--- src/hdl/cartridge_bank_controller_defines.svh ---
// ----------------------------------------------------------------------------
// cartridge bank controller assertion macros
// shared concurrent assertion forms, clocked on aclk and held off in reset
// ----------------------------------------------------------------------------
`ifndef CARTRIDGE_BANK_CONTROLLER_DEFINES_SVH
`define CARTRIDGE_BANK_CONTROLLER_DEFINES_SVH

`ifndef NO_ASSERTIONS
`define CBC_ASSERT(lbl, prop, msg) \
    lbl: assert property (@(posedge aclk) disable iff (!aresetn) prop) else $error(msg);
`define CBC_ASSERT_NEXT(lbl, cond, prop, msg) \
    lbl: assert property (@(posedge aclk) disable iff (!aresetn) (cond) |=> (prop)) \
        else $error(msg);
`else
`define CBC_ASSERT(lbl, prop, msg)
`define CBC_ASSERT_NEXT(lbl, cond, prop, msg)
`endif

`endif

--- src/hdl/cbc_queue.sv ---
// ----------------------------------------------------------------------------
// cbc_queue
// short fifo between the decode front and the memory back
// ----------------------------------------------------------------------------
`include "cartridge_bank_controller_defines.svh"

module cbc_queue #(
    parameter int DATA_W = 64,
    parameter int DEPTH  = 2
) (
    input  logic              aclk,
    input  logic              aresetn,
    input  logic              in_valid,
    output logic              in_ready,
    input  logic [DATA_W-1:0] in_data,
    output logic              out_valid,
    input  logic              out_ready,
    output logic [DATA_W-1:0] out_data
);

    localparam int PW = (DEPTH > 1) ? $clog2(DEPTH) : 1;
    localparam int CW = $clog2(DEPTH + 1);

    logic [DATA_W-1:0] slot_reg [DEPTH];
    logic [PW-1:0]     wr_ptr_reg, wr_ptr_next;
    logic [PW-1:0]     rd_ptr_reg, rd_ptr_next;
    logic [CW-1:0]     cnt_reg, cnt_next;
    logic              push;
    logic              pop;

    assign in_ready  = (cnt_reg != CW'(DEPTH));
    assign out_valid = (cnt_reg != '0);
    assign push      = in_valid && in_ready;
    assign pop       = out_valid && out_ready;
    assign out_data  = slot_reg[rd_ptr_reg];

    always_comb begin
        wr_ptr_next = wr_ptr_reg;
        rd_ptr_next = rd_ptr_reg;
        cnt_next    = cnt_reg;
        if (push) begin
            wr_ptr_next = (wr_ptr_reg == PW'(DEPTH - 1)) ? '0 : wr_ptr_reg + 1'b1;
        end
        if (pop) begin
            rd_ptr_next = (rd_ptr_reg == PW'(DEPTH - 1)) ? '0 : rd_ptr_reg + 1'b1;
        end
        if (push && !pop) begin
            cnt_next = cnt_reg + 1'b1;
        end else if (pop && !push) begin
            cnt_next = cnt_reg - 1'b1;
        end
    end

    always_ff @(posedge aclk) begin
        if (!aresetn) begin
            wr_ptr_reg <= '0;
            rd_ptr_reg <= '0;
            cnt_reg    <= '0;
        end else begin
            wr_ptr_reg <= wr_ptr_next;
            rd_ptr_reg <= rd_ptr_next;
            cnt_reg    <= cnt_next;
        end
    end

    always_ff @(posedge aclk) begin
        if (push) begin
            slot_reg[wr_ptr_reg] <= in_data;
        end
    end

    `CBC_ASSERT(a_cnt_bound, cnt_reg <= CW'(DEPTH), "queue count above depth")
    `CBC_ASSERT_NEXT(a_cnt_up, push && !pop, cnt_reg == $past(cnt_reg) + 1'b1,
        "queue count did not grow on push")
    `CBC_ASSERT_NEXT(a_cnt_down, pop && !push, cnt_reg == $past(cnt_reg) - 1'b1,
        "queue count did not shrink on pop")

endmodule

--- config.mk ---
export PLATFORM = sky130hd
export DESIGN_NAME = cbc_queue
export DESIGN_NICKNAME = d
export VERILOG_FILES = /design/src/hdl/cbc_queue.sv
export VERILOG_INCLUDE_DIRS = /design/src /design/src/hdl
export SDC_FILE = /design/constraint.sdc
export NUM_CORES = 1
export LEC_CHECK = 0
export BUFFER_PORTS_ARGS = -buffer_cell sky130_fd_sc_hd__buf_2
export CORE_MARGIN = 2
export CORE_UTILIZATION = 35
export DETAILED_ROUTE_END_ITERATION = 10
export RECOVER_POWER = 25
export SLEW_MARGIN = 10
export SYNTH_ARGS = -nofsm -noshare
export SYNTH_HDL_FRONTEND = slang
export SYNTH_SLANG_ARGS = --single-unit
--- constraint.sdc ---
create_clock -name aclk -period 3.2 [get_ports aclk]
set_input_delay 0.64 -clock aclk [delete_from_list [all_inputs] [get_ports aclk]]
set_output_delay 0.64 -clock aclk [all_outputs]
set_load 0.01 [all_outputs]
==> flow_summary.html <==
<table>
<tr><th>Metric</th><th>Value</th></tr>
<tr><th colspan="2">Detailed routing</th></tr>
<tr><td>WL per Instance</td><td>roughly 15 um</td></tr>
<tr><td>Detailed router's first-iteration violation count</td><td>around 140</td></tr>
<tr><td>Via/cell ratio</td><td>approximately 4.5</td></tr>
<tr><td>Drc violations</td><td>0</td></tr>
<tr><td>Post-detailed-routing wire length</td><td>between 8000 and 9000 um</td></tr>
<tr><td>Number of optimization iterations in the first detailed-route pass</td><td>4</td></tr>
<tr><td>Number of vias in the routed layout</td><td>about 2500</td></tr>
<tr><td>Antenna-violating nets left</td><td>0</td></tr>
<tr><th colspan="2">Critical path</th></tr>
<tr><td>Crit path cell chain</td><td>buf_12 &gt; mux2_2 &gt; buf_2</td></tr>
<tr><td>Worst Path Max Fanout</td><td>36</td></tr>
<tr><td>Worst Path Arrival</td><td>1.83 ns</td></tr>
<tr><td>Delay of the slowest cell on the worst path</td><td>about 0.6 ns</td></tr>
<tr><td>Crit-path slowest cell</td><td>sky130_fd_sc_hd__dfxtp_4</td></tr>
<tr><td>Category of the worst setup path capture point</td><td>primary output</td></tr>
<tr><td>Type of origin of the critical path</td><td>flip-flop</td></tr>
<tr><td>Required time of the critical path</td><td>around 2.6 ns</td></tr>
<tr><td>CP bufs+invs</td><td>2</td></tr>
<tr><td>Delay-heaviest family, CP</td><td>flip-flops</td></tr>
<tr><td>Kind of critical path</td><td>reg2out</td></tr>
<tr><th colspan="2">Floorplan</th></tr>
<tr><td>Starting Density</td><td>35.4%</td></tr>
<tr><td>Height of the die</td><td>122 um</td></tr>
<tr><td>Die width</td><td>approximately 120 um</td></tr>
<tr><td>Total die area</td><td>14800 um^2</td></tr>
<tr><td>Core Area</td><td>about 14000 um^2</td></tr>
<tr><td>Floorplan row count</td><td>43</td></tr>
<tr><td>I/O pin count</td><td>134</td></tr>
<tr><th colspan="2">Power and ir drop</th></tr>
<tr><td>Part of the total power dissipated in sequential elements</td><td>43.7%</td></tr>
<tr><td>Internal Pwr Total</td><td>a little under 4 mW</td></tr>
<tr><td>Sw Pwr</td><td>roughly 1.3 mW</td></tr>
<tr><td>Proportion of power drawn by the clock network</td><td>35.4%</td></tr>
<tr><td>Peak supply drop</td><td>approximately 0.00045 V</td></tr>
<tr><td>Power density over the cells</td><td>about 830 nW/um^2</td></tr>
<tr><td>Cell leakage power</td><td>roughly 2.3 nW</td></tr>
<tr><td>Sw frac</td><td>25.1%</td></tr>
<tr><td>Combinational group share of total power</td><td>20.9%</td></tr>
<tr><th colspan="2">GRT</th></tr>
<tr><td>Number of global-route vias before repair</td><td>2664</td></tr>
<tr><td>Number of antenna violations at the first check in global routing</td><td>0</td></tr>
<tr><td>Overall track demand over capacity in global routing</td><td>12.2%</td></tr>
<tr><td>Total congestion overflow after global routing</td><td>0</td></tr>
<tr><td>Wire length of the first global-routing pass</td><td>between 10000 and 15000 um</td></tr>
<tr><td>Maximum number of pins on one net before global-route repair</td><td>65</td></tr>
<tr><th colspan="2">Clock network</th></tr>
<tr><td>CTS H-Tree Depth</td><td>4</td></tr>
<tr><td>Number of setup buffers added after CTS</td><td>0</td></tr>
<tr><td>CTS tree</td><td>yes</td></tr>
<tr><td>Clock tree root buffer cell</td><td>sky130_fd_sc_hd__clkbuf_16</td></tr>
<tr><td>Post-cts hold buffer count</td><td>0</td></tr>
<tr><td>Clock-pin slew reported for the worst setup and hold paths after clock tree synthesis</td><td>about 0.05 ns</td></tr>
<tr><td>TritonCTS sink count</td><td>between 100 and 150</td></tr>
<tr><td>Clock insertion delay at the later pin of the skew report</td><td>roughly 0.40 ns</td></tr>
<tr><td>Maximum clock path buffer count</td><td>2</td></tr>
<tr><td>Number of gates resized after CTS</td><td>0</td></tr>
<tr><td>Number of buffers created by CTS</td><td>17</td></tr>
<tr><th colspan="2">STA</th></tr>
<tr><td>Worst relative slew slack</td><td>37.0%</td></tr>
<tr><td>Final hold viol count</td><td>0</td></tr>
<tr><td>Final period utilization</td><td>between 70 and 80%</td></tr>
<tr><td>Fin crit period</td><td>roughly 2.5 ns</td></tr>
<tr><td>Finish-stage setup viols</td><td>0</td></tr>
<tr><td>F_max</td><td>roughly 400 MHz</td></tr>
<tr><td>Worst Slack Setup Final</td><td>roughly 0.73 ns</td></tr>
<tr><td>Max-slew violation count</td><td>0</td></tr>
<tr><td>Post-Route Skew</td><td>approximately 0.0032 ns</td></tr>
<tr><td>Unrepaired setup endpoints after global routing</td><td>no</td></tr>
<tr><td>Pin slew with the least headroom to its limit</td><td>0.945 ns</td></tr>
<tr><td>Setup TNS</td><td>0 ns</td></tr>
<tr><th colspan="2">Cells and area</th></tr>
<tr><td>Number of diodes</td><td>0</td></tr>
<tr><td>Area added between synthesis and finish</td><td>29.8%</td></tr>
<tr><td>Filler cell count</td><td>approximately 1200</td></tr>
<tr><td>Flip-flop count of the largest register, all copies and words added</td><td>roughly 130</td></tr>
<tr><td>Layout Cells excl Fill</td><td>approximately 560</td></tr>
<tr><td>Post-layout instance area</td><td>about 6300 um^2</td></tr>
<tr><td>Final core occ</td><td>~46%</td></tr>
<tr><td>Count of nets after finishing</td><td>~440</td></tr>
<tr><td>Most common cell after layout, fill and taps aside</td><td>sky130_fd_sc_hd__edfxtp_1</td></tr>
<tr><td>Fraction of layout cells with a size suffix above 1</td><td>a little under three fifths</td></tr>
<tr><td>Sequential standard cell area</td><td>~3900 um^2</td></tr>
<tr><td>Area used by multi-input combinational logic</td><td>about 860 um^2</td></tr>
<tr><td>Most used cells in the layout excluding fill and tap cells</td><td>128 x sky130_fd_sc_hd__edfxtp_1, 124 x sky130_fd_sc_hd__buf_2, 64 x sky130_fd_sc_hd__mux2_2</td></tr>
<tr><th colspan="2">Yosys</th></tr>
<tr><td>Fraction of synthesized cell area taken by the top area cell type</td><td>slightly below 80%</td></tr>
<tr><td>Cell count after synthesis</td><td>between 200 and 250</td></tr>
<tr><td>Register area share after synthesis</td><td>about four fifths</td></tr>
<tr><td>Register bit total from synthesis</td><td>~130</td></tr>
<tr><td>Yosys cell types</td><td>20</td></tr>
<tr><td>Top cells by area, synth</td><td>sky130_fd_sc_hd__edfxtp_1 79%, sky130_fd_sc_hd__mux2_2 15%, sky130_fd_sc_hd__dfxtp_1 2.1%</td></tr>
<tr><td>Post-Synthesis Net Count</td><td>~290</td></tr>
<tr><td>Largest area contributor in the synthesized netlist</td><td>sky130_fd_sc_hd__edfxtp_1</td></tr>
<tr><td>Average size of a mapped cell</td><td>21.8 um^2</td></tr>
<tr><td>Post-synthesis instance area</td><td>~4900 um^2</td></tr>
<tr><td>Number of synthesis warnings</td><td>0</td></tr>
<tr><th colspan="2">Place</th></tr>
<tr><td>Routability-driven placement congestion ratio</td><td>around 0.7</td></tr>
<tr><td>Worst slack at placement</td><td>between 1 and 1.5 ns</td></tr>
<tr><td>Placed cells</td><td>roughly 530</td></tr>
<tr><td>Count of buffers from port buffering</td><td>between 100 and 150</td></tr>
<tr><td>Placed inst area</td><td>approximately 5700 um^2</td></tr>
<tr><td>Sum of net half-perimeters after detailed placement</td><td>5280 um</td></tr>
<tr><th colspan="2">Min path</th></tr>
<tr><td>Worst hold-check path type</td><td>in2reg</td></tr>
<tr><th colspan="2">Run status</th></tr>
<tr><td>Status</td><td>finished, final reports clean</td></tr>
<tr><th colspan="2">Job</th></tr>
<tr><td>Max-capacitance violation count</td><td>0</td></tr>
</table>
[worst paths after layout]
path | startpoint | endpoint | slack [ns] | depth (start not counted)
worst max-delay path | flip-flop | out_data[52] | 0.73 | 3
worst max register to register | cnt_reg[0]$_SDFFE_PN0P_ | slot_reg[0][2]$_DFFE_PP_ | 1.33 | 4
worst min-delay path | in_data[46] | slot_reg[1][46]$_DFFE_PP_ | 0.42 | 1
worst min register to register | cnt_reg[1]$_SDFFE_PN0P_ | cnt_reg[1]$_SDFFE_PN0P_ | 0.56 | 2
[synthesized netlist by cell type, drive strengths merged]
master    n
or2       1
xnor2     2
and2      4
or3       1
dfxtp     5
edfxtp  128
buf       7
and3      1
a21bo     1
xor2      1
nand3b    1
nand2b    1
o21ai     2
mux2     64
inv       1
a21boi    2
ha        1
[cell families (layout without fill, tap and decap cells)]
group           Yosys count  count (layout)  synth area share, %
mux                      64              64                 14.8
buf+inv                   8             168                 1.11
xor+xnor                  3               3                0.541
simple gates              9               9                 1.34
fa+ha+maj                 1               1                0.258
flops                   133             133                 81.2
compound gates            5               5                0.721
[final cells by class]
| cell class | instances | share of cell area (%) |
|---|---|---|
| Multi-Input combinational cell | 82 | 13.7 |
| Clock inverter | 14 | 2.24 |
| Sequential cell | 133 | 62.6 |
| Timing Repair Buffer | 135 | 11.0 |
| Clock buffer | 18 | 6.81 |
| Inverter | 1 | 0.0595 |
| Tap cell | 180 | 3.57 |
[per-stage QoR]
step                power [mW]  hold WS, ns
floorplan                 3.02        0.512
global placement          3.44        0.525
detailed placement        3.46        0.551
CTS                       5.34        0.394
global route              5.52        0.398
finish                    5.25        0.420
[per-layer routing]
layer,track usage (%),wire (um)
met1,14.0,3590
met2,19.9,4290
met3,4.87,566
met4,5.82,148
met5,0,0
[power by group through the flow]
stage          registers (mW)  logic, mW  clock network (mW)
4_1_cts                  2.30       1.13                1.91
3_3_place_gp             2.32       1.11                   0
3_5_place_dp             2.33       1.12                   0
2_1_floorplan            2.27      0.754                   0
6_report                 2.29       1.10                1.86
5_1_grt                  2.32       1.21                1.99
Power figures use the tool's default switching activity.
