[src/hdl/cartridge_bank_controller_defines.svh]
// ----------------------------------------------------------------------------
// cartridge bank controller assertion macros
// shared concurrent assertion forms, clocked on aclk and held off in reset
// ----------------------------------------------------------------------------
`ifndef CARTRIDGE_BANK_CONTROLLER_DEFINES_SVH
`define CARTRIDGE_BANK_CONTROLLER_DEFINES_SVH

`ifndef NO_ASSERTIONS
`define CBC_ASSERT(lbl, prop, msg) \
    lbl: assert property (@(posedge aclk) disable iff (!aresetn) prop) else $error(msg);
`define CBC_ASSERT_NEXT(lbl, cond, prop, msg) \
    lbl: assert property (@(posedge aclk) disable iff (!aresetn) (cond) |=> (prop)) \
        else $error(msg);
`else
`define CBC_ASSERT(lbl, prop, msg)
`define CBC_ASSERT_NEXT(lbl, cond, prop, msg)
`endif

`endif

[src/hdl/cbc_pkg.sv]
// ----------------------------------------------------------------------------
// cbc_pkg
// types and codes shared by the cartridge bank controller modules
// ----------------------------------------------------------------------------
package cbc_pkg;

    localparam int ADDR_W     = 16;
    localparam int BYTE_W     = 8;
    localparam int ROM_ADDR_W = 22;
    localparam int ROM_OFF_W  = 14;
    localparam int RAM_OFF_W  = 13;
    localparam int SPAN_W     = 15;

    localparam logic [1:0] ST_FETCH   = 2'd0;
    localparam logic [1:0] ST_DATA    = 2'd1;
    localparam logic [1:0] ST_WRITTEN = 2'd2;
    localparam logic [1:0] ST_ILLEGAL = 2'd3;

    localparam logic [1:0] CT_PLAIN = 2'd0;
    localparam logic [1:0] CT_MBC1  = 2'd1;
    localparam logic [1:0] CT_MBC3  = 2'd2;

    localparam logic [1:0] RS_NONE = 2'd0;
    localparam logic [1:0] RS_2K   = 2'd1;
    localparam logic [1:0] RS_8K   = 2'd2;
    localparam logic [1:0] RS_32K  = 2'd3;

    localparam logic [1:0] CFG_CTRL_TYPE = 2'd0;
    localparam logic [1:0] CFG_ROM_SIZE  = 2'd1;
    localparam logic [1:0] CFG_RAM_SIZE  = 2'd2;

    // address bits 15:13
    localparam logic [2:0] RG_ENABLE   = 3'd0;
    localparam logic [2:0] RG_ROM_BANK = 3'd1;
    localparam logic [2:0] RG_RAM_SEL  = 3'd2;
    localparam logic [2:0] RG_MODE     = 3'd3;
    localparam logic [2:0] RG_VRAM     = 3'd4;
    localparam logic [2:0] RG_RAM      = 3'd5;

    localparam logic [3:0] RAM_ON_KEY  = 4'hA;
    localparam logic [7:0] OPEN_BUS    = 8'hFF;
    localparam logic [1:0] RAM_SEL_MAX = 2'd3;

    typedef struct packed {
        logic [1:0] controller_type;
        logic [2:0] rom_size_code;
        logic [1:0] ram_size_code;
    } cfg_t;

    typedef struct packed {
        logic [1:0]            status;
        logic [ROM_ADDR_W-1:0] rom_address;
        logic [BYTE_W-1:0]     read_data;
        logic [BYTE_W-1:0]     wdata;
        logic                  ram_rd;
        logic                  ram_wr;
    } item_t;

endpackage

[src/hdl/cbc_front.sv]
// ----------------------------------------------------------------------------
// cbc_front
// accepts bus accesses, decodes regions, updates bank state, maps addresses
// ----------------------------------------------------------------------------
`include "cartridge_bank_controller_defines.svh"

module cbc_front #(
    parameter int RAM_BYTES = 32768
) (
    input  logic                         aclk,
    input  logic                         aresetn,
    input  cbc_pkg::cfg_t                cfg,
    input  logic                         s_tvalid,
    output logic                         s_tready,
    input  logic [23:0]                  s_tdata,  // address, write_data
    input  logic [0:0]                   s_tuser,  // operation
    output logic                         push_valid,
    input  logic                         push_ready,
    output cbc_pkg::item_t               push_item,
    output logic [$clog2(RAM_BYTES)-1:0] push_addr
);

    localparam int AW = $clog2(RAM_BYTES);
    localparam int OW = (AW > cbc_pkg::SPAN_W) ? AW : cbc_pkg::SPAN_W;
    localparam logic [OW+3:0] DIVISOR = (OW+4)'(RAM_BYTES);

    logic [7:0] rom_bank_reg, rom_bank_next;
    logic [1:0] ram_sel_reg, ram_sel_next;
    logic       ram_enable_reg, ram_enable_next;
    logic       mode_reg, mode_next;

    logic                        acc;
    logic                        op_wr;
    logic [cbc_pkg::ADDR_W-1:0]  addr;
    logic [cbc_pkg::BYTE_W-1:0]  wd;
    logic [2:0]                  region;
    logic                        illegal;
    logic                        ram_on;
    logic                        is_mbc;
    logic [8:0]                  mask9;
    logic [7:0]                  mask;
    logic [4:0]                  b5;
    logic [6:0]                  b7;
    logic [1:0]                  sel_bank;
    logic [cbc_pkg::SPAN_W-1:0]  off;
    logic [OW+3:0]               rem;

    assign acc      = s_tvalid && s_tready;
    assign s_tready = push_ready;
    assign op_wr    = s_tuser[0];
    assign addr     = s_tdata[15:0];
    assign wd       = s_tdata[23:16];
    assign region   = addr[15:13];
    assign illegal  = (region == cbc_pkg::RG_VRAM) || (region[2:1] == 2'b11);
    assign ram_on   = ram_enable_reg && (cfg.ram_size_code != cbc_pkg::RS_NONE);
    assign is_mbc   = (cfg.controller_type == cbc_pkg::CT_MBC1) ||
                      (cfg.controller_type == cbc_pkg::CT_MBC3);
    assign mask9    = (9'd2 << cfg.rom_size_code) - 9'd1;
    assign mask     = mask9[7:0];
    assign b5       = (wd[4:0] == 5'd0) ? 5'd1 : wd[4:0];
    assign b7       = (wd[6:0] == 7'd0) ? 7'd1 : wd[6:0];

    // bank register writes
    always_comb begin
        rom_bank_next   = rom_bank_reg;
        ram_sel_next    = ram_sel_reg;
        ram_enable_next = ram_enable_reg;
        mode_next       = mode_reg;
        if (acc && op_wr && !illegal && is_mbc && region != cbc_pkg::RG_RAM) begin
            if (cfg.controller_type == cbc_pkg::CT_MBC1) begin
                unique case (region)
                    cbc_pkg::RG_ENABLE: begin
                        ram_enable_next = (wd[3:0] == cbc_pkg::RAM_ON_KEY);
                    end
                    cbc_pkg::RG_ROM_BANK: begin
                        if (mode_reg) begin
                            rom_bank_next = {3'b000, b5} & mask;
                        end else begin
                            rom_bank_next = {rom_bank_reg[7:5], b5} & mask;
                        end
                    end
                    cbc_pkg::RG_RAM_SEL: begin
                        if (mode_reg) begin
                            ram_sel_next = (cfg.ram_size_code == cbc_pkg::RS_32K) ?
                                           wd[1:0] : 2'd0;
                        end else begin
                            rom_bank_next = {1'b0, wd[1:0], rom_bank_reg[4:0]} & mask;
                        end
                    end
                    cbc_pkg::RG_MODE: begin
                        mode_next = wd[0];
                        if (wd[0]) begin
                            rom_bank_next = {3'b000, rom_bank_reg[4:0]};
                        end else begin
                            ram_sel_next = 2'd0;
                        end
                    end
                    default: begin
                    end
                endcase
            end else begin
                unique case (region)
                    cbc_pkg::RG_ENABLE: begin
                        ram_enable_next = (wd[3:0] == cbc_pkg::RAM_ON_KEY);
                    end
                    cbc_pkg::RG_ROM_BANK: begin
                        rom_bank_next = {1'b0, b7} & mask;
                    end
                    cbc_pkg::RG_RAM_SEL: begin
                        if (cfg.ram_size_code != cbc_pkg::RS_32K) begin
                            ram_sel_next = 2'd0;
                        end else if (wd > 8'(cbc_pkg::RAM_SEL_MAX)) begin
                            ram_sel_next = cbc_pkg::RAM_SEL_MAX;
                        end else begin
                            ram_sel_next = wd[1:0];
                        end
                    end
                    default: begin
                    end
                endcase
            end
        end
    end

    always_ff @(posedge aclk) begin
        if (!aresetn) begin
            rom_bank_reg   <= 8'd1;
            ram_sel_reg    <= 2'd0;
            ram_enable_reg <= 1'b0;
            mode_reg       <= 1'b0;
        end else begin
            rom_bank_reg   <= rom_bank_next;
            ram_sel_reg    <= ram_sel_next;
            ram_enable_reg <= ram_enable_next;
            mode_reg       <= mode_next;
        end
    end

    // ram offset, wrapped to the fitted ram size and then to the ram depth
    always_comb begin
        sel_bank = ((cfg.controller_type == cbc_pkg::CT_MBC3) || mode_reg) ?
                   ram_sel_reg : 2'd0;
        off = {sel_bank, addr[cbc_pkg::RAM_OFF_W-1:0]};
        unique case (cfg.ram_size_code)
            cbc_pkg::RS_2K:  off = {4'd0, off[10:0]};
            cbc_pkg::RS_8K:  off = {2'd0, off[12:0]};
            cbc_pkg::RS_32K: off = off;
            default:         off = '0;
        endcase
        rem = (OW+4)'(off);
        for (int k = 3; k >= 0; k--) begin
            if (rem >= (DIVISOR << k)) begin
                rem = rem - (DIVISOR << k);
            end
        end
    end

    // result classification
    always_comb begin
        push_item = '0;
        push_item.wdata = wd;
        if (illegal) begin
            push_item.status = cbc_pkg::ST_ILLEGAL;
        end else if (op_wr) begin
            push_item.status = cbc_pkg::ST_WRITTEN;
            push_item.ram_wr = is_mbc && (region == cbc_pkg::RG_RAM) && ram_on;
        end else if (region == cbc_pkg::RG_RAM) begin
            push_item.status    = cbc_pkg::ST_DATA;
            push_item.ram_rd    = ram_on;
            push_item.read_data = ram_on ? 8'h00 : cbc_pkg::OPEN_BUS;
        end else if (region[2:1] == 2'b00) begin
            push_item.status      = cbc_pkg::ST_FETCH;
            push_item.rom_address = cbc_pkg::ROM_ADDR_W'(addr);
        end else begin
            push_item.status      = cbc_pkg::ST_FETCH;
            push_item.rom_address = {rom_bank_reg, addr[cbc_pkg::ROM_OFF_W-1:0]};
        end
    end

    assign push_valid = s_tvalid;
    assign push_addr  = rem[AW-1:0];

    `CBC_ASSERT_NEXT(a_plain_write_keeps_banks,
        acc && op_wr && cfg.controller_type == cbc_pkg::CT_PLAIN,
        $stable(rom_bank_reg) && $stable(ram_sel_reg) &&
        $stable(ram_enable_reg) && $stable(mode_reg),
        "plain rom write changed bank state")
    `CBC_ASSERT_NEXT(a_illegal_keeps_banks, acc && illegal,
        $stable(rom_bank_reg) && $stable(ram_sel_reg) &&
        $stable(ram_enable_reg) && $stable(mode_reg),
        "unmapped access changed bank state")
    `CBC_ASSERT(a_enable_from_write,
        $rose(ram_enable_reg) |-> $past(acc && op_wr),
        "ram enable rose without a write transfer")

endmodule

[config.mk]
export PLATFORM = sky130hd
export DESIGN_NAME = cbc_front
export DESIGN_NICKNAME = d
export VERILOG_FILES = /design/src/hdl/cbc_pkg.sv /design/src/hdl/cbc_front.sv
export VERILOG_INCLUDE_DIRS = /design/src /design/src/hdl
export SDC_FILE = /design/constraint.sdc
export NUM_CORES = 1
export LEC_CHECK = 0
export ABC_AREA = 1
export BUFFER_PORTS_ARGS = -buffer_cell sky130_fd_sc_hd__buf_4
export CAP_MARGIN = 20
export CORE_ASPECT_RATIO = 0.7
export CORE_MARGIN = 4
export CORE_UTILIZATION = 31
export DETAILED_ROUTE_END_ITERATION = 12
export PLACE_DENSITY = 0.61
export SLEW_MARGIN = 0
export SYNTH_ARGS = -nofsm -noshare
export SYNTH_HDL_FRONTEND = slang
export SYNTH_SLANG_ARGS = --single-unit
[constraint.sdc]
create_clock -name aclk -period 2.09 [get_ports aclk]
set_clock_uncertainty 0.05 [all_clocks]
set_input_delay 0.1045 -clock aclk [delete_from_list [all_inputs] [get_ports aclk]]
set_output_delay 0.1045 -clock aclk [all_outputs]
set_load 0.01 [all_outputs]
==> flow_metrics.env, run 1 <==
export IMPL_crit_path_start_kind="flop"
export IMPL_drt_total_wl_um=5032
export IMPL_max_slew_worst_pin_slew_ns=0.7167
export IMPL_required_ns=1.94
export IMPL_synth_area_um2=1550
export IMPL_post_cts_resized=0
export IMPL_fmax_mhz=614.8
export IMPL_cts_inserted_buffers=3
export IMPL_die_w_um=92.52
export IMPL_r2r_slack_ns=0.85
export IMPL_slew_viol_final=0
export IMPL_grt_pass1_vias=1613
export IMPL_wire_per_inst_um=11.98
export IMPL_netlist_top_cells_area="nand2_1, dfxtp_1, nor2_1, inv_1, buf_4"
export IMPL_cts_max_level=1
export IMPL_synth_area_leader_cell="nand2_1"
export IMPL_grt_pass1_wl_um=7886
export IMPL_dpl_cell_count=416
export IMPL_n_antenna_cell=0
export IMPL_yosysTopAreaCellShare_pct=16.46
export IMPL_seqPwrFrac_pct=28.4
export IMPL_rsz0062_at_grt="false"
export IMPL_cp_arrival_ns=1.47
export IMPL_hold_path_class="input pin to flop"
export IMPL_power_leakage_nw=1.231
export IMPL_ys_types=33
export IMPL_place_gp_congestion=0.8235
export IMPL_core_um2=4808
export IMPL_most_common_layout_cells="buf_4, nand2_1, nor2_1"
export IMPL_root_buffer="clkbuf_8"
export IMPL_num_vias=1812
export IMPL_antenna_found_initial=0
export IMPL_hold_path_cell_count=3
export IMPL_tns_ns=0
export IMPL_min_period_ns=1.627
export IMPL_final_common_cell="buf_4"
export IMPL_synthSimpleGateAreaFrac_pct=49.64
export IMPL_post_route_period_util_pct=77.83
export IMPL_overflow=0
export IMPL_synth_xor_area_share_pct=0.5650
export IMPL_final_setup_viol_count=0
export IMPL_synth_seq_cells=12
export IMPL_numPortBuffers=94
export IMPL_fin_nets=391
export IMPL_drc_errors=0
export IMPL_slowest_delay_ns=0.43
export IMPL_vias_per_cell=4.314
export IMPL_path_cells="o21ai_0 -> inv_1 -> nor2_1 -> buf_4"
export IMPL_status="finished, final reports clean"
export IMPL_hold_path_startpoint="aresetn"
export IMPL_maxCapViolations=0
export IMPL_r2r_cells=8
export IMPL_power_density_nw_per_um2=365.0
export IMPL_relSlewSlack_pct=52.05
export IMPL_critPathKind="flop to output pin"
export IMPL_whs_ns=0.06309
export IMPL_drtIter0Drc=74
export IMPL_path_clk_slew_ns=0.06
export IMPL_ir_worst_vdd_uv=209.3
export IMPL_slowest_stage="nor2_1"
export IMPL_cts_buffer_depth=2
export IMPL_detail_route_antenna_nets=0
export IMPL_path_buf_inv=2
export IMPL_cts_sinks=12
export IMPL_core_rowCount=21
export IMPL_power_internal_uw=535.0
export IMPL_synth_fa_ha_area_share_pct=2.421
export IMPL_instances_no_fill=420
export IMPL_path_depth=4
export IMPL_grt_total_usage_pct=15.93
export IMPL_postCtsSetupBuffers=0
export IMPL_grt_max_degree=15
export IMPL_die_area_um2=6214
export IMPL_first_pass_iters=4
export IMPL_crit_path_end_kind="output pin"
export IMPL_hold_violations=0
export IMPL_start_util_pct=32.24
export IMPL_synth_cells=277
export IMPL_clockPowerShare_pct=33.3
export IMPL_drive_gt1_share_pct=33.90
export IMPL_r2r_start="mode_reg"
export IMPL_post_place_ws_ns=0.5960
export IMPL_swShare_pct=34.04
export IMPL_comb_power_share_pct=38.4
export IMPL_synth_mux_area_share_pct=0
export IMPL_avgSynthCellArea_um2=5.597
export IMPL_setup_ws_ns=0.4634
export IMPL_tritoncts="built"
export IMPL_syn_to_final_growth_pct=43.34
export IMPL_synth_compound_area_share_pct=9.201
export IMPL_clk_latency_ns=0.25
export IMPL_critical_path_top_delay_family="simple AND/OR/NAND/NOR gates"
export IMPL_min_to="rom_bank_reg[7]"
export IMPL_ctsHoldBuffers=0
export IMPL_post_route_util_pct=46.21
export IMPL_p_switching_uw=276.1
export IMPL_die_h_um=67.17
export IMPL_dp_hpwl_um=4303
export IMPL_timing_rr_end="rom_bank_reg[5]"
export IMPL_cp_max_fo=8
export IMPL_ys_warn_count=0
export IMPL_largest_reg_flops=8
export IMPL_seq_area_frac_synth_pct=15.50
export IMPL_syn_num_nets=316
export IMPL_synth_top_family_by_area="simple AND/OR/NAND/NOR gates"
export IMPL_ioPinCount=95
==> power groups by stage <==
stage	combinational (mW)	sequential, mW	clock (mW)
5_1_grt	0.347	0.230	0.285
3_5_place_dp	0.312	0.235	0
4_1_cts	0.313	0.230	0.273
3_3_place_gp	0.313	0.235	0
6_report	0.311	0.230	0.270
2_1_floorplan	0.179	0.235	0
==> layer usage <==
metal / up-vias / wire (um) / track usage [%]
met5: - / 0 / 0
met4: 0 / 14 / 1.667
met3: 3 / 307 / 3.898
met2: 42 / 2135 / 21.77
met1: 794 / 2574 / 25.23
li1: 973 / - / -
==> cells in the mapped netlist (all sizes together) <==
library cell	count
nor4	1
xor2	1
clkinv	2
clkbuf	2
and3	1
ha	3
dfxtp	12
nand2	74
or2	1
nand3	19
nor3	4
inv	44
nand4	1
o21ai	11
buf	22
o2111ai	1
a21oi	15
nor2	63
==> through the flow <==
| stage | power, mW | cell area [um2] |
|---|---|---|
| detailed placement | 0.5471 | 2167 |
| CTS | 0.8166 | 2222 |
| floorplan | 0.4139 | 1550 |
| global route | 0.8620 | 2222 |
| global placement | 0.5481 | 2167 |
| finish | 0.8111 | 2222 |
==> how the worst max path moves through the flow <==
| stage | startpoint | to | slack (ns) |
|---|---|---|---|
| 6_report | ram_enable_reg | push_item[10] | 0.46 |
| 5_1_grt | ram_enable_reg | push_item[11] | 0.31 |
| 4_1_cts | ram_enable_reg | push_item[11] | 0.46 |
| 3_5_place_dp | cfg[1] | push_item[11] | 0.60 |
| 3_3_place_gp | cfg[6] | rom_bank_reg[3] | 0.60 |
| 2_1_floorplan | s_tdata[13] | push_item[11] | 0.74 |
==> worst register-to-register path, cell delays in order (launching register included) <==
cell and delay (ns):
dfxtp_1 0.34, inv_1 0.08, nor2_1 0.05, inv_1 0.07, nand3_2 0.14, nor2_4 0.21
inv_1 0.06, nor2_1 0.10, nor2_1 0.05
==> cell families (layout without fill, tap and decap cells) <==
logic type	after synthesis	after routing
buf+inv	70	144
compound gates	27	27
flops	12	12
xor+xnor	1	1
fa+ha+maj	3	3
simple gates	164	164
==> area by class of cell <==
| type | count | area [um2] |
|---|---|---|
| fill | 526 | 2586 |
| tap | 69 | 86.33 |
| inverter | 46 | 176.4 |
| timing repair buffer | 94 | 705.7 |
| clock buffer | 4 | 55.05 |
| sequential | 12 | 240.2 |
| multi-input combinational | 195 | 958.4 |
(Power assumes the default switching activity.)
==> inputs of run 2 (changes only) <==
clock period = 1.7 ns   (was 2.09 ns; I/O delays follow)
==> run 2 against run 1 <==
Compared with the run above:
- first-iteration DRC count grew 69%
- setup slack lost 0.23 ns
- hold slack lost 0.012 ns
==> flow_metrics.env, run 2 (same netlist as run 1, synthesis figures left out) <==
export IMPL_nFillCells=549
export IMPL_maxCapViolations=0
export IMPL_hold_path_startpoint="aresetn"
export IMPL_cts_sinks=12
export IMPL_overflow=0
export IMPL_grt_pass1_vias=1552
export IMPL_cts_inserted_buffers=3
export IMPL_final_common_cell="buf_4"
export IMPL_first_pass_iters=6
export IMPL_wire_per_inst_um=12.13
export IMPL_clockPowerShare_pct=33.0
export IMPL_r2r_cells=8
export IMPL_whs_ns=0.05136
export IMPL_path_cells="o21ai_0 -> buf_4 -> nor4_1 -> buf_4"
export IMPL_grt_total_usage_pct=15.57
export IMPL_die_area_um2=6214
export IMPL_hold_path_class="input pin to flop"
export IMPL_ir_worst_vdd_uv=239.9
export IMPL_place_gp_congestion=0.8787
export IMPL_numPortBuffers=94
export IMPL_comb_power_share_pct=38.8
export IMPL_syn_to_final_growth_pct=44.96
export IMPL_core_um2=4808
export IMPL_cp_arrival_ns=1.33
export IMPL_cts_max_level=1
export IMPL_min_period_ns=1.468
export IMPL_detail_route_antenna_nets=0
export IMPL_power_leakage_nw=1.244
export IMPL_power_internal_uw=661.0
export IMPL_drtIter0Drc=125
export IMPL_core_rowCount=21
export IMPL_required_ns=1.56
export IMPL_vias_per_cell=4.480
export IMPL_r2r_slack_ns=0.42
export IMPL_ioPinCount=95
export IMPL_tns_ns=0
export IMPL_fin_nets=394
export IMPL_rsz0062_at_grt="false"
export IMPL_drc_errors=0
export IMPL_largest_reg_flops=8
export IMPL_crit_top_cell="buf_4"
export IMPL_min_to="rom_bank_reg[6]"
export IMPL_regArea_um2=240.2
export IMPL_fmax_mhz=681.0
export IMPL_power_density_nw_per_um2=446.6
export IMPL_antenna_found_initial=0
export IMPL_num_vias=1895
export IMPL_cts_buffer_depth=2
export IMPL_status="finished, final reports clean"
export IMPL_most_common_layout_cells="buf_4, nand2_1, nor2_1"
export IMPL_clk_latency_ns=0.25
export IMPL_seqPwrFrac_pct=28.2
export IMPL_drive_gt1_share_pct=34.75
export IMPL_start_util_pct=32.24
export IMPL_crit_path_end_kind="output pin"
export IMPL_postCtsSetupBuffers=0
export IMPL_die_h_um=67.17
export IMPL_path_clk_slew_ns=0.06
export IMPL_post_route_period_util_pct=86.38
export IMPL_final_setup_viol_count=0
export IMPL_slew_viol_final=0
export IMPL_n_antenna_cell=0
export IMPL_dp_hpwl_um=4324
export IMPL_multi_input_area_um2=960.9
export IMPL_r2r_start="mode_reg"
export IMPL_slowest_stage="dfxtp_1"
export IMPL_swShare_pct=34.14
export IMPL_cp_max_fo=2
export IMPL_tritoncts="built"
export IMPL_slowest_delay_ns=0.34
export IMPL_drt_total_wl_um=5131
export IMPL_die_w_um=92.52
export IMPL_critPathKind="flop to output pin"
export IMPL_hold_path_cell_count=3
export IMPL_hold_violations=0
export IMPL_crit_path_start_kind="flop"
export IMPL_grt_max_degree=15
export IMPL_max_slew_worst_pin_slew_ns=0.4311
export IMPL_timing_rr_end="rom_bank_reg[5]"
export IMPL_relSlewSlack_pct=71.23
export IMPL_p_switching_uw=342.7
export IMPL_grt_pass1_wl_um=7679
export IMPL_root_buffer="clkbuf_8"
==> run 2: metrics by stage <==
step	cell area (um2)	setup slack (ns)	util [%]	std cells	total power [mW]
final	2247	0.2315	46.73	423	1.004
after global routing	2247	0.05597	46.73	423	1.061
after floorplan	1550	0.3890	-	277	0.5088
after global placement	2190	0.2538	45.54	419	0.6774
after detailed placement	2190	0.2292	45.54	419	0.6774
after CTS	2245	0.1044	46.68	423	1.013
==> run 2: repair_timing <==
item	in CTS	in global routing
gates resized for setup	0	1
endpoints found under the setup margin	0	8
hold buffers	0	0
==> run 2: how the worst max path moves through the flow <==
stage	to	from	slack (ns)
floorplan	push_item[11]	s_tdata[13]	0.39
global placement	rom_bank_reg[3]	cfg[3]	0.25
detailed placement	rom_bank_reg[0]	cfg[6]	0.23
CTS	push_item[16]	ram_enable_reg	0.10
global route	push_item[0]	ram_enable_reg	0.06
finish	push_item[0]	ram_enable_reg	0.23
==> run 2: critical path: cells and delay by family, from the launching register on <==
family                 cells  cell delay [ns]
buffers and inverters      2             0.36
AOI/OAI and AO/OA          1             0.17
and+or+nand+nor            1             0.21
DFF                        1             0.34
==> run 2: power groups by stage <==
stage | clock network, mW | registers (mW) | logic [mW]
after floorplan | 0 | 0.289 | 0.220
after global placement | 0 | 0.289 | 0.388
after detailed placement | 0 | 0.289 | 0.388
after CTS | 0.340 | 0.283 | 0.390
after global routing | 0.349 | 0.283 | 0.429
final | 0.332 | 0.283 | 0.389
==> run 2: layer usage <==
layer / GRT usage [%] / part of all wire, % / vias to the layer above / wire (um)
met5: 0 / 0 / - / 0
met1: 25.05 / 50 / 840 / 2551
li1: - / - / 987 / -
met2: 20.42 / 41 / 63 / 2127
met3: 4.232 / 8.4 / 5 / 431
met4: 1.667 / 0.41 / 0 / 21
==> run 2: area by class of cell <==
type / instances / share of cell area, %
inverter: 46 / 7.851
timing repair buffer: 97 / 32.41
tap: 69 / 3.842
clock buffer: 4 / 2.450
sequential: 12 / 10.69
multi-input combinational: 195 / 42.76
==> inputs of run 3 (changes only) <==
clock period = 1.6 ns   (was 1.7 ns; I/O delays follow)
==> run 3 against run 2 <==
Compared with the run above:
- register-to-register slack got worse by 0.08 ns
- first-iteration DRC count decreased by 22%
- routed wire length decreased by 0.47%
- global-route usage decreased by 0.072 points
- hold slack got worse by 0.017 ns
- via count decreased by 2.7%
- combinational power increased by 6.4%
- cell count unchanged
- critical path depth decreased by 1
- core utilization decreased by 0.052 points
==> flow_metrics.env, run 3 (same netlist as run 1, synthesis figures left out) <==
export IMPL_slowest_delay_ns=0.34
export IMPL_numPortBuffers=94
export IMPL_grt_pass1_vias=1576
export IMPL_die_area_um2=6214
export IMPL_post_place_ws_ns=0.1336
export IMPL_final_common_cell="buf_4"
export IMPL_tritoncts="built"
export IMPL_min_period_ns=1.399
export IMPL_cts_sinks=12
export IMPL_cts_max_level=1
export IMPL_drive_gt1_share_pct=34.46
export IMPL_cp_max_fo=3
export IMPL_dpl_cell_count=419
export IMPL_whs_ns=0.03474
export IMPL_path_clk_slew_ns=0.06
export IMPL_slew_viol_final=0
export IMPL_die_h_um=67.17
export IMPL_antenna_found_initial=0
export IMPL_maxCapViolations=0
export IMPL_fin_area_um2=2245
export IMPL_place_gp_congestion=0.8804
export IMPL_core_um2=4808
export IMPL_drc_errors=0
export IMPL_drt_total_wl_um=5107
export IMPL_critical_path_top_delay_family="flip-flops"
export IMPL_drtIter0Drc=98
export IMPL_grt_total_usage_pct=15.50
export IMPL_fin_nets=394
export IMPL_path_buf_inv=1
export IMPL_dp_hpwl_um=4324
export IMPL_vias_per_cell=4.359
export IMPL_core_rowCount=21
export IMPL_post_route_period_util_pct=87.47
export IMPL_fmax_mhz=714.6
export IMPL_critPathKind="flop to output pin"
export IMPL_overflow=0
export IMPL_relSlewSlack_pct=62.08
export IMPL_root_buffer="clkbuf_8"
export IMPL_ir_worst_vdd_uv=284.3
export IMPL_postCtsSetupBuffers=0
export IMPL_grt_max_degree=15
export IMPL_cts_inserted_buffers=3
export IMPL_crit_path_end_kind="output pin"
export IMPL_slowest_stage="dfxtp_1"
export IMPL_power_total_mw=1.064
export IMPL_start_util_pct=32.24
export IMPL_power_density_nw_per_um2=474.2
export IMPL_hold_path_class="input pin to flop"
export IMPL_rsz0062_at_grt="false"
export IMPL_ioPinCount=95
export IMPL_setup_ws_ns=0.2005
export IMPL_wire_per_inst_um=12.07
export IMPL_hold_violations=0
export IMPL_first_pass_iters=4
export IMPL_place_area_um2=2190
export IMPL_status="finished, final reports clean"
export IMPL_grt_pass1_wl_um=7693
export IMPL_cp_arrival_ns=1.27
export IMPL_syn_to_final_growth_pct=44.79
export IMPL_die_w_um=92.52
export IMPL_most_common_layout_cells="buf_4, nand2_1, nor2_1"
export IMPL_crit_path_start_kind="flop"
export IMPL_num_vias=1844
export IMPL_largest_reg_flops=8
export IMPL_cts_buffer_depth=2
export IMPL_power_leakage_nw=1.246
export IMPL_max_slew_worst_pin_slew_ns=0.5629
export IMPL_post_route_util_pct=46.68
export IMPL_detail_route_antenna_nets=0
export IMPL_n_antenna_cell=0
export IMPL_instances_no_fill=423
export IMPL_post_cts_resized=0
export IMPL_tns_ns=0
export IMPL_ctsHoldBuffers=0
export IMPL_clk_latency_ns=0.24
export IMPL_required_ns=1.47
export IMPL_path_cells="o21ai_0 -> nor4_1 -> buf_4"
export IMPL_final_setup_viol_count=0
[run 3: cell type report]
class                      instances  area (um2)
fill                             544        2564
sequential                        12       240.2
inverter                          46       176.4
timing repair buffer              97       728.2
multi-input combinational        195       958.4
clock buffer                       4       55.05
tap                               69       86.33
[run 3: worst reg2reg max path, stage by stage, from the launching register on]
cell	delay, ns
dfxtp_1	0.35
inv_1	0.09
nor2_1	0.05
inv_1	0.06
nand3_2	0.14
nor2_4	0.20
inv_1	0.06
nor2_1	0.09
nor2_1	0.05
[run 3: where the power goes]
part	switching, mW	internal (mW)
Clock	0.132	0.218
Combinational	0.229	0.185
Sequential	0.000637	0.300
[run 3: path summary, 6_finish.rpt]
kind / slack (ns) / depth (start not counted) / startpoint / to
max reg2reg: 0.34 / 8 / mode_reg / rom_bank_reg[5]
max: 0.20 / 3 / ram_enable_reg / push_item[0]
min reg2reg: 0.39 / 2 / rom_bank_reg[7] / rom_bank_reg[7]
min: 0.03 / 3 / aresetn / rom_bank_reg[6]
[run 3: routing by layer]
metal	track usage, %	routed length, um	vias up
li1	-	-	983
met1	25.18	2700	818
met2	21.14	2190	41
met3	3.452	210	2
met4	0.5556	6	0
met5	0	0	-
